--- src/rtl/ptts_pkg.sv ---
// Shared widths, codes and bundle types for the periodic task tick scheduler.
package ptts_pkg;

  // Field widths.
  localparam int W_REQ    = 2;
  localparam int W_SLOT   = 4;
  localparam int W_TIME   = 12;
  localparam int W_DL     = 13;
  localparam int W_KEY    = 14;
  localparam int W_POLICY = 2;
  localparam int W_TCNT   = 5;
  localparam int W_CFG_IDX  = 1;
  localparam int W_CFG_DATA = 5;

  // Default number of task slots.
  localparam int DEFAULT_MAX_TASKS = 16;

  // Request codes.
  localparam logic [W_REQ-1:0] REQ_LOAD    = 2'd0;
  localparam logic [W_REQ-1:0] REQ_RESTART = 2'd1;
  localparam logic [W_REQ-1:0] REQ_TICK    = 2'd2;

  // Scheduling policy codes.
  localparam logic [W_POLICY-1:0] POL_RMS = 2'd0;
  localparam logic [W_POLICY-1:0] POL_EDF = 2'd1;
  localparam logic [W_POLICY-1:0] POL_LLF = 2'd2;
  localparam logic [W_POLICY-1:0] POL_DMS = 2'd3;

  // Configuration register indexes.
  localparam logic [W_CFG_IDX-1:0] CFG_POLICY     = 1'b0;
  localparam logic [W_CFG_IDX-1:0] CFG_TASK_COUNT = 1'b1;

  // Reset values of the configuration registers.
  localparam logic [W_POLICY-1:0] POLICY_RESET     = POL_RMS;
  localparam logic [W_TCNT-1:0]   TASK_COUNT_RESET = 5'd1;

  // Deadline countdown floor (most negative 13-bit value).
  localparam logic signed [W_DL-1:0] DL_MIN = 13'sh1000;

  // One task table entry.
  typedef struct packed {
    logic [W_TIME-1:0] exec_time;
    logic [W_TIME-1:0] period;
    logic [W_TIME-1:0] rel_deadline;
  } entry_t;

  // Operands for the shared slot unit.
  typedef struct packed {
    logic [W_POLICY-1:0]     policy;
    entry_t                  tab;
    logic [W_TIME-1:0]       rw;
    logic [W_TIME-1:0]       rc;
    logic signed [W_DL-1:0]  dl;
    logic                    found;
    logic signed [W_KEY-1:0] best_key;
  } alu_in_t;

  // Results of the shared slot unit.
  typedef struct packed {
    logic [W_TIME-1:0]       rw_next;
    logic [W_TIME-1:0]       rc_next;
    logic signed [W_DL-1:0]  dl_next;
    logic signed [W_KEY-1:0] key;
    logic                    take;
  } alu_out_t;

endpackage

--- src/rtl/ptts_ifc.sv ---
// Request and result channel interfaces of the periodic task tick scheduler.
interface ptts_req_if;
  logic                            valid;
  logic                            ready;
  logic [ptts_pkg::W_REQ-1:0]      req_type;
  logic [ptts_pkg::W_SLOT-1:0]     task_slot;
  logic [ptts_pkg::W_TIME-1:0]     exec_time;
  logic [ptts_pkg::W_TIME-1:0]     period;
  logic [ptts_pkg::W_TIME-1:0]     rel_deadline;

  modport source (
    output valid, req_type, task_slot, exec_time, period, rel_deadline,
    input  ready
  );
  modport sink (
    input  valid, req_type, task_slot, exec_time, period, rel_deadline,
    output ready
  );
endinterface

interface ptts_res_if;
  logic                        valid;
  logic                        ready;
  logic                        busy_res;
  logic [ptts_pkg::W_SLOT-1:0] chosen_slot;

  modport source (
    output valid, busy_res, chosen_slot,
    input  ready
  );
  modport sink (
    input  valid, busy_res, chosen_slot,
    output ready
  );
endinterface

--- src/rtl/periodic_task_tick_scheduler_top.sv ---
// Top level of the periodic task tick scheduler: sequencer, run state and channels.
//
// Usage: requests arrive on the req channel (valid/ready). A load transaction
// writes one task slot's execution time, period and relative deadline as it
// is accepted. A restart transaction sweeps all MAX_TASKS slots, one per cycle,
// clearing remaining work and release countdowns and setting each deadline
// countdown to the slot's period; the block is busy through its scan, drain
// and finish states and gives no result. A tick transaction walks the active
// slots through one shared slot unit, one slot per cycle behind the registered
// task memory read, then decrements the winner's remaining work. Its result
// is registered as the tick leaves its finish state; with no active slot the
// scan and drain are skipped and the tick goes straight to the finish state.
// The block is not ready while a restart or tick is in progress.
// The result sits in an output register; the next request is accepted while
// it waits, and a later tick holds in its final cycle until the receiver
// takes the earlier result. Configuration writes (policy, task_count) are
// single-cycle writes and are meant only while the block is idle.
// Reset clears the run state, sets policy to rate monotonic and task_count
// to one; task table entries are undefined until loaded.
module periodic_task_tick_scheduler_top #(
  parameter int MAX_TASKS = ptts_pkg::DEFAULT_MAX_TASKS
) (
  input  logic                              clk,
  input  logic                              rst,
  input  logic                              cfg_we,
  input  logic [ptts_pkg::W_CFG_IDX-1:0]    cfg_index,
  input  logic [ptts_pkg::W_CFG_DATA-1:0]   cfg_wdata,
  ptts_req_if.sink                          req,
  ptts_res_if.source                        res
);

  localparam int IDX_W = (MAX_TASKS > 1) ? $clog2(MAX_TASKS) : 1;
  localparam int CNT_W = $clog2(MAX_TASKS + 1);
  localparam int LIM_W = (CNT_W > ptts_pkg::W_TCNT) ? CNT_W : ptts_pkg::W_TCNT;
  localparam int EXT_W = 8;

  typedef enum logic [3:0] {
    ST_IDLE   = 4'b0001,
    ST_SCAN   = 4'b0010,
    ST_DRAIN  = 4'b0100,
    ST_FINISH = 4'b1000
  } state_t;

  state_t state;

  // Configuration registers.
  logic [ptts_pkg::W_POLICY-1:0] policy;
  logic [ptts_pkg::W_TCNT-1:0]   task_count;

  // Run state.
  logic [ptts_pkg::W_TIME-1:0]       rw_arr [MAX_TASKS];
  logic [ptts_pkg::W_TIME-1:0]       rc_arr [MAX_TASKS];
  logic signed [ptts_pkg::W_DL-1:0]  dl_arr [MAX_TASKS];

  // Sequencer registers.
  logic                              is_tick;
  logic [LIM_W-1:0]                  rd_idx;
  logic [LIM_W-1:0]                  scan_limit;
  logic                              p_valid;
  logic [IDX_W-1:0]                  p_idx;
  logic                              found;
  logic [IDX_W-1:0]                  best;
  logic signed [ptts_pkg::W_KEY-1:0] best_key;

  // Result register.
  logic                              res_valid;
  logic                              res_busy;
  logic [ptts_pkg::W_SLOT-1:0]       res_slot;

  logic                              in_fire;
  logic                              out_fire;
  logic                              finish_go;
  logic                              mem_we;
  logic [EXT_W-1:0]                  slot_ext;
  logic [EXT_W-1:0]                  best_ext;
  logic [LIM_W-1:0]                  max_ext;
  logic [LIM_W-1:0]                  tc_ext;
  logic [LIM_W-1:0]                  n_active;
  logic [LIM_W-1:0]                  rd_idx_inc;
  ptts_pkg::entry_t                  wr_entry;
  ptts_pkg::entry_t                  rd_entry;
  ptts_pkg::alu_in_t                 alu_op;
  ptts_pkg::alu_out_t                alu_res;

  // Handshakes.
  assign req.ready = (state == ST_IDLE);
  assign in_fire   = req.valid && req.ready;
  assign out_fire  = res_valid && res.ready;
  assign finish_go = (state == ST_FINISH) && (!is_tick || !res_valid || res.ready);

  // Active slot count, capped at MAX_TASKS.
  assign max_ext    = LIM_W'(MAX_TASKS);
  assign tc_ext     = LIM_W'(task_count);
  assign n_active   = (tc_ext > max_ext) ? max_ext : tc_ext;
  assign rd_idx_inc = rd_idx + 1'b1;

  // Load writes go straight into the task memory.
  assign slot_ext = EXT_W'(req.task_slot);
  assign mem_we   = in_fire && (req.req_type == ptts_pkg::REQ_LOAD) &&
                    (slot_ext < EXT_W'(MAX_TASKS));
  assign wr_entry.exec_time    = req.exec_time;
  assign wr_entry.period       = req.period;
  assign wr_entry.rel_deadline = req.rel_deadline;

  ptts_task_mem #(
    .MAX_TASKS (MAX_TASKS),
    .IDX_W     (IDX_W)
  ) u_mem (
    .clk   (clk),
    .we    (mem_we),
    .waddr (slot_ext[IDX_W-1:0]),
    .wdata (wr_entry),
    .raddr (rd_idx[IDX_W-1:0]),
    .rdata (rd_entry)
  );

  // Shared slot unit, fed by the slot in the process stage.
  assign alu_op.policy   = policy;
  assign alu_op.tab      = rd_entry;
  assign alu_op.rw       = rw_arr[p_idx];
  assign alu_op.rc       = rc_arr[p_idx];
  assign alu_op.dl       = dl_arr[p_idx];
  assign alu_op.found    = found;
  assign alu_op.best_key = best_key;

  ptts_slot_alu u_alu (
    .op  (alu_op),
    .res (alu_res)
  );

  // Configuration writes.
  always_ff @(posedge clk) begin
    if (rst) begin
      policy     <= ptts_pkg::POLICY_RESET;
      task_count <= ptts_pkg::TASK_COUNT_RESET;
    end else if (cfg_we) begin
      case (cfg_index)
        ptts_pkg::CFG_POLICY:     policy     <= cfg_wdata[ptts_pkg::W_POLICY-1:0];
        ptts_pkg::CFG_TASK_COUNT: task_count <= cfg_wdata[ptts_pkg::W_TCNT-1:0];
        default: ;
      endcase
    end
  end

  // Sequencer.
  always_ff @(posedge clk) begin
    if (rst) begin
      state      <= ST_IDLE;
      is_tick    <= 1'b0;
      rd_idx     <= '0;
      scan_limit <= '0;
      p_valid    <= 1'b0;
    end else begin
      p_valid <= (state == ST_SCAN);
      case (state)
        ST_IDLE: begin
          rd_idx <= '0;
          if (in_fire) begin
            case (req.req_type)
              ptts_pkg::REQ_RESTART: begin
                is_tick    <= 1'b0;
                scan_limit <= max_ext;
                state      <= ST_SCAN;
              end
              ptts_pkg::REQ_TICK: begin
                is_tick    <= 1'b1;
                scan_limit <= n_active;
                state      <= (n_active == '0) ? ST_FINISH : ST_SCAN;
              end
              default: ;
            endcase
          end
        end
        ST_SCAN: begin
          rd_idx <= rd_idx_inc;
          if (rd_idx_inc == scan_limit) begin
            state <= ST_DRAIN;
          end
        end
        ST_DRAIN: begin
          state <= ST_FINISH;
        end
        ST_FINISH: begin
          if (finish_go) begin
            state <= ST_IDLE;
          end
        end
        default: state <= ST_IDLE;
      endcase
    end
  end

  // Process stage index follows the memory read address in the next cycle.
  always_ff @(posedge clk) begin
    p_idx <= rd_idx[IDX_W-1:0];
  end

  // Best candidate tracking.
  always_ff @(posedge clk) begin
    if (rst) begin
      found <= 1'b0;
    end else if (in_fire) begin
      found <= 1'b0;
    end else if (p_valid && is_tick && alu_res.take) begin
      found <= 1'b1;
    end
  end

  always_ff @(posedge clk) begin
    if (p_valid && is_tick && alu_res.take) begin
      best     <= p_idx;
      best_key <= alu_res.key;
    end
  end

  // Run state updates: per-slot writeback during the scan, winner decrement at the end.
  always_ff @(posedge clk) begin
    if (rst) begin
      for (int i = 0; i < MAX_TASKS; i++) begin
        rw_arr[i] <= '0;
        rc_arr[i] <= '0;
        dl_arr[i] <= '0;
      end
    end else begin
      if (p_valid) begin
        if (is_tick) begin
          rw_arr[p_idx] <= alu_res.rw_next;
          rc_arr[p_idx] <= alu_res.rc_next;
          dl_arr[p_idx] <= alu_res.dl_next;
        end else begin
          rw_arr[p_idx] <= '0;
          rc_arr[p_idx] <= '0;
          dl_arr[p_idx] <= $signed({1'b0, rd_entry.period});
        end
      end
      if (finish_go && is_tick && found) begin
        rw_arr[best] <= rw_arr[best] - 1'b1;
      end
    end
  end

  // Result register.
  assign best_ext = EXT_W'(best);

  always_ff @(posedge clk) begin
    if (rst) begin
      res_valid <= 1'b0;
    end else if (finish_go && is_tick) begin
      res_valid <= 1'b1;
    end else if (out_fire) begin
      res_valid <= 1'b0;
    end
  end

  always_ff @(posedge clk) begin
    if (finish_go && is_tick) begin
      res_busy <= found;
      res_slot <= found ? best_ext[ptts_pkg::W_SLOT-1:0] : '0;
    end
  end

  assign res.valid       = res_valid;
  assign res.busy_res    = res_busy;
  assign res.chosen_slot = res_slot;

endmodule

--- src/rtl/ptts_task_mem.sv ---
// Task parameter memory: one write port, one registered read port.
module ptts_task_mem #(
  parameter int MAX_TASKS = ptts_pkg::DEFAULT_MAX_TASKS,
  parameter int IDX_W     = 4
) (
  input  logic                 clk,
  input  logic                 we,
  input  logic [IDX_W-1:0]     waddr,
  input  ptts_pkg::entry_t     wdata,
  input  logic [IDX_W-1:0]     raddr,
  output ptts_pkg::entry_t     rdata
);

  ptts_pkg::entry_t mem [MAX_TASKS];

  // Write port.
  always_ff @(posedge clk) begin
    if (we) begin
      mem[waddr] <= wdata;
    end
  end

  // Registered read port.
  always_ff @(posedge clk) begin
    rdata <= mem[raddr];
  end

endmodule

--- src/rtl/ptts_slot_alu.sv ---
// Shared slot unit: release, aging, policy key and best-so-far compare for one slot.
module ptts_slot_alu (
  input  ptts_pkg::alu_in_t  op,
  output ptts_pkg::alu_out_t res
);

  logic                                  released;
  logic [ptts_pkg::W_TIME-1:0]           rw_rel;
  logic [ptts_pkg::W_TIME-1:0]           rc_rel;
  logic signed [ptts_pkg::W_DL-1:0]      dl_rel;
  logic signed [ptts_pkg::W_KEY-1:0]     dl_ext;
  logic signed [ptts_pkg::W_KEY-1:0]     key;

  // A slot whose release countdown ran out starts a new job.
  assign released = (op.rc == '0);
  assign rw_rel   = released ? op.tab.exec_time : op.rw;
  assign rc_rel   = released ? op.tab.period : op.rc;
  assign dl_rel   = released ? $signed({1'b0, op.tab.rel_deadline}) : op.dl;
  assign dl_ext   = $signed({dl_rel[ptts_pkg::W_DL-1], dl_rel});

  // Priority key under the active policy; lower wins.
  always_comb begin
    case (op.policy)
      ptts_pkg::POL_RMS: key = $signed({2'b00, op.tab.period});
      ptts_pkg::POL_EDF: key = dl_ext;
      ptts_pkg::POL_LLF: key = dl_ext - $signed({2'b00, rw_rel});
      ptts_pkg::POL_DMS: key = $signed({2'b00, op.tab.rel_deadline});
      default:           key = $signed({2'b00, op.tab.period});
    endcase
  end

  // Aged countdowns; the chosen slot's work is decremented after the scan.
  assign res.rw_next = rw_rel;
  assign res.rc_next = (rc_rel != '0) ? rc_rel - 1'b1 : rc_rel;
  assign res.dl_next = (dl_rel != ptts_pkg::DL_MIN) ? dl_rel - 1'b1 : dl_rel;
  assign res.key     = key;

  // Strictly lower key replaces the best, so ties keep the lower slot.
  assign res.take = (rw_rel != '0) && (!op.found || (key < op.best_key));

endmodule
--- src/flat_wrapper.sv ---
// flat-port wrapper written by rule: the top's interface ports become plain ports
module periodic_task_tick_scheduler_top_flat 
#(
  parameter int MAX_TASKS = ptts_pkg::DEFAULT_MAX_TASKS
)
  (clk, rst, cfg_we, cfg_index, cfg_wdata, req_valid, req_req_type, req_task_slot, req_exec_time, req_period, req_rel_deadline, req_ready, res_valid, res_busy_res, res_chosen_slot, res_ready);
  ptts_req_if req_i ();
  ptts_res_if res_i ();
  input  logic clk;
  input  logic rst;
  input  logic cfg_we;
  input  logic [ptts_pkg::W_CFG_IDX-1:0] cfg_index;
  input  logic [ptts_pkg::W_CFG_DATA-1:0] cfg_wdata;
  input wire logic [$bits(req_i.valid)-1:0] req_valid;
  input wire logic [$bits(req_i.req_type)-1:0] req_req_type;
  input wire logic [$bits(req_i.task_slot)-1:0] req_task_slot;
  input wire logic [$bits(req_i.exec_time)-1:0] req_exec_time;
  input wire logic [$bits(req_i.period)-1:0] req_period;
  input wire logic [$bits(req_i.rel_deadline)-1:0] req_rel_deadline;
  output wire logic [$bits(req_i.ready)-1:0] req_ready;
  output wire logic [$bits(res_i.valid)-1:0] res_valid;
  output wire logic [$bits(res_i.busy_res)-1:0] res_busy_res;
  output wire logic [$bits(res_i.chosen_slot)-1:0] res_chosen_slot;
  input wire logic [$bits(res_i.ready)-1:0] res_ready;
  assign req_i.valid = req_valid;
  assign req_i.req_type = req_req_type;
  assign req_i.task_slot = req_task_slot;
  assign req_i.exec_time = req_exec_time;
  assign req_i.period = req_period;
  assign req_i.rel_deadline = req_rel_deadline;
  assign req_ready = req_i.ready;
  assign res_valid = res_i.valid;
  assign res_busy_res = res_i.busy_res;
  assign res_chosen_slot = res_i.chosen_slot;
  assign res_i.ready = res_ready;
  periodic_task_tick_scheduler_top #(.MAX_TASKS(MAX_TASKS)) u_core (.clk(clk), .rst(rst), .cfg_we(cfg_we), .cfg_index(cfg_index), .cfg_wdata(cfg_wdata), .req(req_i), .res(res_i));
endmodule
--- config.mk ---
export PLATFORM = sky130hd
export DESIGN_NAME = periodic_task_tick_scheduler_top_flat
export DESIGN_NICKNAME = d
export VERILOG_FILES = /design/src/rtl/ptts_pkg.sv /design/src/rtl/ptts_ifc.sv /design/src/rtl/periodic_task_tick_scheduler_top.sv /design/src/rtl/ptts_task_mem.sv /design/src/rtl/ptts_slot_alu.sv /design/src/flat_wrapper.sv
export SDC_FILE = /design/constraint.sdc
export NUM_CORES = 2
export LEC_CHECK = 0
export ABC_AREA = 1
export CAP_MARGIN = 10
export CORE_UTILIZATION = 31
export DETAILED_ROUTE_END_ITERATION = 12
export DONT_BUFFER_PORTS = 1
export PLACE_DENSITY = 0.46
export RECOVER_POWER = 25
export SKIP_LAST_GASP = 1
export SYNTH_ARGS = -nofsm -noshare
export SYNTH_HDL_FRONTEND = slang
export SYNTH_SLANG_ARGS = --single-unit
--- constraint.sdc ---
create_clock -name clk -period 10.6 [get_ports clk]
set_input_delay 1.06 -clock clk [delete_from_list [all_inputs] [get_ports clk]]
set_output_delay 1.06 -clock clk [all_outputs]
set_load 0.01 [all_outputs]
-- Word level (Yosys, flattened, before mapping)
Memories as Yosys holds them, arrays and structs flattened. A register that Yosys moved wholly into a read port is not among the register bits.
Cells that the tools add are included.
- register bits: 52
- memory bits (writable): 1168
- bits of input ports: 53
- output and inout port bits: 7
- logic and storage cells: 128
- memories: 4
- memories (memory ; depth ; bits a word ; read ports ; clocked after Yosys merged registers in ; wr ports ; RTL line ; text):
    u_core.u_mem.mem ; 16 ; 36 ; 1 ; 1 ; 1 ; ptts_task_mem.sv:14 ; ptts_pkg::entry_t mem [MAX_TASKS];
    u_core.dl_arr ; 16 ; 13 ; 1 ; 1 ; 16 ; periodic_task_tick_scheduler_top.sv:53 ; logic signed [ptts_pkg::W_DL-1:0] dl_arr [MAX_TASKS];
    u_core.rc_arr ; 16 ; 12 ; 1 ; 1 ; 16 ; periodic_task_tick_scheduler_top.sv:52 ; logic [ptts_pkg::W_TIME-1:0] rc_arr [MAX_TASKS];
    u_core.rw_arr ; 16 ; 12 ; 2 ; 2 ; 16 ; periodic_task_tick_scheduler_top.sv:51 ; logic [ptts_pkg::W_TIME-1:0] rw_arr [MAX_TASKS];
- add/subtract/negate cells: 5
- $lt $le $gt $ge: 3
- eq/ne operators: 15
- mux-type cells: 49
- bitwise operators: 4
- reduce and logical (&&, ||, !) cells: 34
- operator list (operator ; count):
    12-bit two-way mux ; 8
    14-bit one-hot mux with 4 select lines ; 1
    13-bit two-way mux ; 4
    4-bit two-way mux ; 9
    12-bit OR reduction ; 3
    12-bit nonzero test ; 2
    12-bit by 1-bit subtractor with 12-bit output, second input constant ; 2
    1-bit two-way mux ; 21
    5-bit one-hot mux with 2 select lines ; 2
    4-bit one-hot mux with 4 select lines ; 1
    14-bit < comparator ; 1
    13-bit by 13-bit subtractor with 14-bit output ; 1
    13-bit inequality test, second input constant ; 1
    13-bit OR reduction ; 1
    13-bit by 1-bit subtractor with 13-bit output, second input constant ; 1
    12-bit logical NOT ; 1
    1-bit logical AND ; 10
    4-bit one-hot mux with 2 select lines ; 1
    2-bit == test, second input constant ; 3
    2-bit nonzero test ; 3
    5-bit by 1-bit adder with 5-bit output, second input constant ; 1
    5-bit == test ; 1
    5-bit > comparator, second input constant ; 1
    5-bit logical NOT ; 1
    other kinds (20) ; 30

-- Logic depth before layout (Yosys ltp)
- word-level depth: 11
- gate-level depth with buffers: 43
- mapped depth without buffers: 38

-- Modules after synthesis
Synthesis repeated with hierarchy kept, for this count alone.
- cells, all modules: 6152
- area total of the unflattened synthesis: 59648.5 um^2
- modules (own cells, without submodules) (module ; instances ; cells an instance ; area each (um^2) ; sequential area each (um^2)):
    periodic_task_tick_scheduler_top ; 1 ; 3307 ; 31760.5 ; 19128.3
    ptts_task_mem ; 1 ; 2379 ; 25394.4 ; 18017.3
    ptts_slot_alu ; 1 ; 466 ; 2493.6 ; 0.0

-- Worst setup path before layout
OpenSTA, ideal clock, no wires.
- path kind: flip-flop to flip-flop
- start: register u_core.p_idx[0] (netlist name)
- end: register u_core.best[0] (enable)
- library setup time: 0.373 ns
- arrival: 4.893 ns
- data required time: 10.227 ns
- slack: 5.334 ns
- cell stages (with the launch flop): 36
- buffers on the path: 7
- clock period less this slack: 5.266 ns
- path through: dfxtp_1 buf_4 inv_2 buf_6 buf_6 nor2_1 buf_2 buf_2 buf_2 clkbuf_1 a22oi_1 nand2_1 nand2_1 nand4_1 o21a_1 inv_1 ha_1 a21o_1 nand2_1 nand2_1 nand2_1 nand3_1 nand3_1 nand2_1 nand2_1 nand3_1 a21oi_1 ha_1 a21oi_1 o21a_1 o21ai_0 a211oi_1 nand3_1 nand3_1 nand2_2 inv_1
- RTL lines (item ; RTL line ; text):
    end signal, assigned ; periodic_task_tick_scheduler_top.sv:211 ; best <= p_idx;
    end, declared ; periodic_task_tick_scheduler_top.sv:62 ; logic [IDX_W-1:0] best;

==> results.toml <==
[synthesis]
ys_types = 58
synth-seq-cells = 1260
synth_common_cells = "edfxtp_1 (1191), nand2_1 (874), nor2_1 (474)"
yosys_most_used_dff = "edfxtp_1"
synth_top_cell_by_area = "edfxtp_1"
synth-edff-count = 1191
ys_warn_count = 0
synth_area_leaders = "edfxtp_1 (63%), nand2_1 (5.7%), mux2i_1 (3.3%), nor2_1 (3.1%), a22oi_1 (2.5%)"
synthesis.area_um2 = 57100
synthXorXnorAreaFrac_pct = 0.458
syn_inst = 5098
synth_compound_area_share_pct = 13.3
synth_top_area_share_pct = 62.6
synth_top_family_by_area = "compound AO/OA/AOI/OAI gates"
synth_fa_ha_area_share_pct = 0.627
avgSynthCellArea_um2 = 11.2
ys_seq_area_share_pct = 65.1
synth.area.mux_share_pct = 3.37
ys_async_sr_fraction_pct = 0
syn_nets = 5179
yosysMostFrequentCell = "edfxtp_1"
yosys.area_share.simple_pct = 11.9

[worst_setup_path]
slowest_stage = "dfxtp_1"
crit_start = "u_core.p_idx[1]$_DFF_P_"
crit_family = "simple AND/OR/NAND/NOR gates"
crit_buf_inv = 5
crit_path_max_fanout = 51
cp_common_cell = "nand2_1"
cp-start-kind = "flip-flop"
r2r_start = "u_core.p_idx[1]$_DFF_P_"
crit_path_end_kind = "flip-flop"
required_ns = 11.02
cp_data_arrival_time_ns = 9.01
timing.rr.end = "u_core.best_key[13]$_DFFE_PP_"
crit_path_end = "u_core.best_key[13]$_DFFE_PP_"
worstRegToRegCells = 31
slowest_delay_ns = 1.35
path_class = "flip-flop to flip-flop"
regToRegSetupSlack_ns = 2.00
cp_num_cells = 31

[finish]
fill_cells = 18400
final_util_pct = 35.0
num_antenna_cells = 0
multi_input_area_um2 = 17100
nNetsFinal = 5070
finish.instance_area_um2 = 64100
final-seq-area_um2 = 37200
drive_above_1_share_pct = 8.07
area_growth_pct = 12.2

[pwr]
finalPower_mw = 11.9
intPower_mw = 8.71
swShare_pct = 26.6
ir_drop_v = 0.000178
cellPowerDensity_nw_per_um2 = 185
pwr-share-clk_pct = 41.6
pwr-share-seq_pct = 47.5
switching_power_mw = 3.15
p_leak_nw = 22.6
pwr-share-comb_pct = 10.9

[floorplanning]
ios = 60
rows = 157
core-area_um2 = 183000
die_area_um2 = 186000
die_w_um = 431
start_util_pct = 31.2
dieHeight_um = 431

[clock_tree]
clk_path_buf_depth = 3
cts_buffers = 147
cts_resized = 0
numClockSinks = 1260
postCtsSetupBuffers = 0
clkLatencyLatePin_ns = 0.80
ctsHoldBuffers = 0
clkTransAtPathRegs_ns = 0.06
tritoncts = "built"
cts-root-buf = "clkbuf_16"
h-tree-depth = 4

[sta]
timing.hold.ws_ns = 0.327
grt_setup_unrepaired = "no"
fin_skew_ns = 0.0273
tns_ns = 0
max-slew-margin-rel_pct = -146
slew_viol_final = 243
hold_violations = 0
finalSetupViolations = 0
fmax_ghz = 0.116
worst_slew_pin_slew_ns = 3.68
finalCritPeriodShare_pct = 81.1
final.min_clock_period_ns = 8.60

[outcome]
outcome = "finished, violations left"
violations = "capacitance limit, slew limit"

[placement]
place_area_um2 = 59500
finalWeightedCongestion = 0.908
io_buffers = 0
dp_hpwl_mm = 107

[detailed_routing]
vias = 39200
drtPass1Iterations = 6
drtIter0Drc = 3631
ant_nets = 0
routed_wl_mm = 184
vias_per_cell = 5.17
wire_per_inst_um = 24.4
drc_errors = 0

[grt]
gr-total-overflow = 0
grt_max_degree = 163
antenna_found_initial = 6
grt_pass1_wl_mm = 268
groute.usage.overall_pct = 19.5
grt_pass1_vias = 38000

[min_path]
hold_path_class = "primary input to flip-flop"

[job]
maxCapViolations = 6
-- kinds of logic (layout without fill, tap and decap cells) --
group	Yosys count	after routing
AO/OA/AOI/OAI	1207	1207
XOR/XNOR	29	29
adder cells (fa/ha/maj)	28	28
buffers and inverters	737	747
flip-flops	1260	1260
multiplexers	192	192
AND/OR/NAND/NOR	1645	1645
-- routing by layer --
| layer | global-route usage [%] | vias up | share of wire [%] |
|---|---|---|---|
| li1 | - | 18100 | - |
| met1 | 26.4 | 19500 | 44 |
| met2 | 32.2 | 1251 | 48 |
| met3 | 3.13 | 259 | 6.0 |
| met4 | 5.50 | 4 | 2.2 |
| met5 | 0 | - | 0.012 |
-- cells in the final DEF (no fill, tap or decap), types with 5 or more instances in the layout --
cell	n
mux2i_1	191
nand3_2	7
nor3_1	18
buf_4	81
xor2_1	18
nor2_4	26
dfxtp_1	64
xnor2_1	9
or2_2	7
clkinv_1	44
inv_6	5
inv_2	15
nand3_1	178
nand4_1	24
clkinv_2	13
inv_1	349
clkbuf_1	57
a21oi_1	274
nand2_1	870
bufinv_16	8
ha_1	27
o211ai_1	190
and2_1	17
clkinv_8	8
o22ai_1	208
o21ai_2	22
a211oi_1	5
nand2_2	9
nor2_1	454
o21a_1	10
a31oi_4	7
o21ai_0	271
a22oi_1	191
o21ai_1	13
edfxtp_1	1191
clkbuf_16	147
nor4_1	6
nor2_2	16
-- state kept, by name (all words and copies together), names as in the netlist, 2 cells and up, named ones only --
signal,flops
u_core.rw_arr,192
u_core.u_mem.mem,576
u_core.rd_idx,5
u_core.state,4
u_core.rc_arr,192
u_core.p_idx,4
u_core.best,4
u_core.task_count,5
u_core.u_mem.rdata,36
u_core.res.chosen_slot,4
u_core.scan_limit,5
u_core.policy,2
u_core.best_key,14
u_core.dl_arr,208
-- per-stage QoR --
stage / cells / worst slack [ns]
floorplan: 5098 / 5.33
global placement: 7304 / 2.41
detailed placement: 7304 / 2.19
CTS: 7572 / 2.14
global route: 7572 / 1.36
finish: 7572 / 2.00
-- power groups by stage --
stage	Clock, mW	Combinational [mW]	Sequential, mW
detailed placement	0	1.29	5.74
global route	5.20	1.42	5.64
CTS	5.03	1.30	5.63
finish	4.93	1.30	5.63
global placement	0	1.29	5.73
floorplan	0	0.907	5.70
-- layout make-up --
class                      count  share of cell area [%]
inverter                     390                    2.30
timing repair buffer          89                    1.07
tap                         2464                    4.81
clock inverter                63                    1.04
clock buffer                 205                    6.14
multi-input combinational   3101                    26.6
sequential                  1260                    58.0
-- worst min-delay path by stage --
| stage | cells after the start | start | to |
|---|---|---|---|
| final | 1 | rst | u_core.res.valid$_SDFFE_PP0P_ |
| after global routing | 1 | rst | u_core.res.valid$_SDFFE_PP0P_ |
| after CTS | 1 | rst | u_core.is_tick$_SDFFE_PP0P_ |
| after detailed placement | 2 | u_core.scan_limit[3]$_SDFFE_PP0P_ | u_core.scan_limit[3]$_SDFFE_PP0P_ |
| after global placement | 2 | u_core.rd_idx[4]$_SDFFE_PP0P_ | u_core.rd_idx[4]$_SDFFE_PP0P_ |
| after floorplan | 0 | u_core.rd_idx[2]$_SDFFE_PP0P_ | u_core.p_idx[2]$_DFF_P_ |
Power figures use the tool's default switching activity.
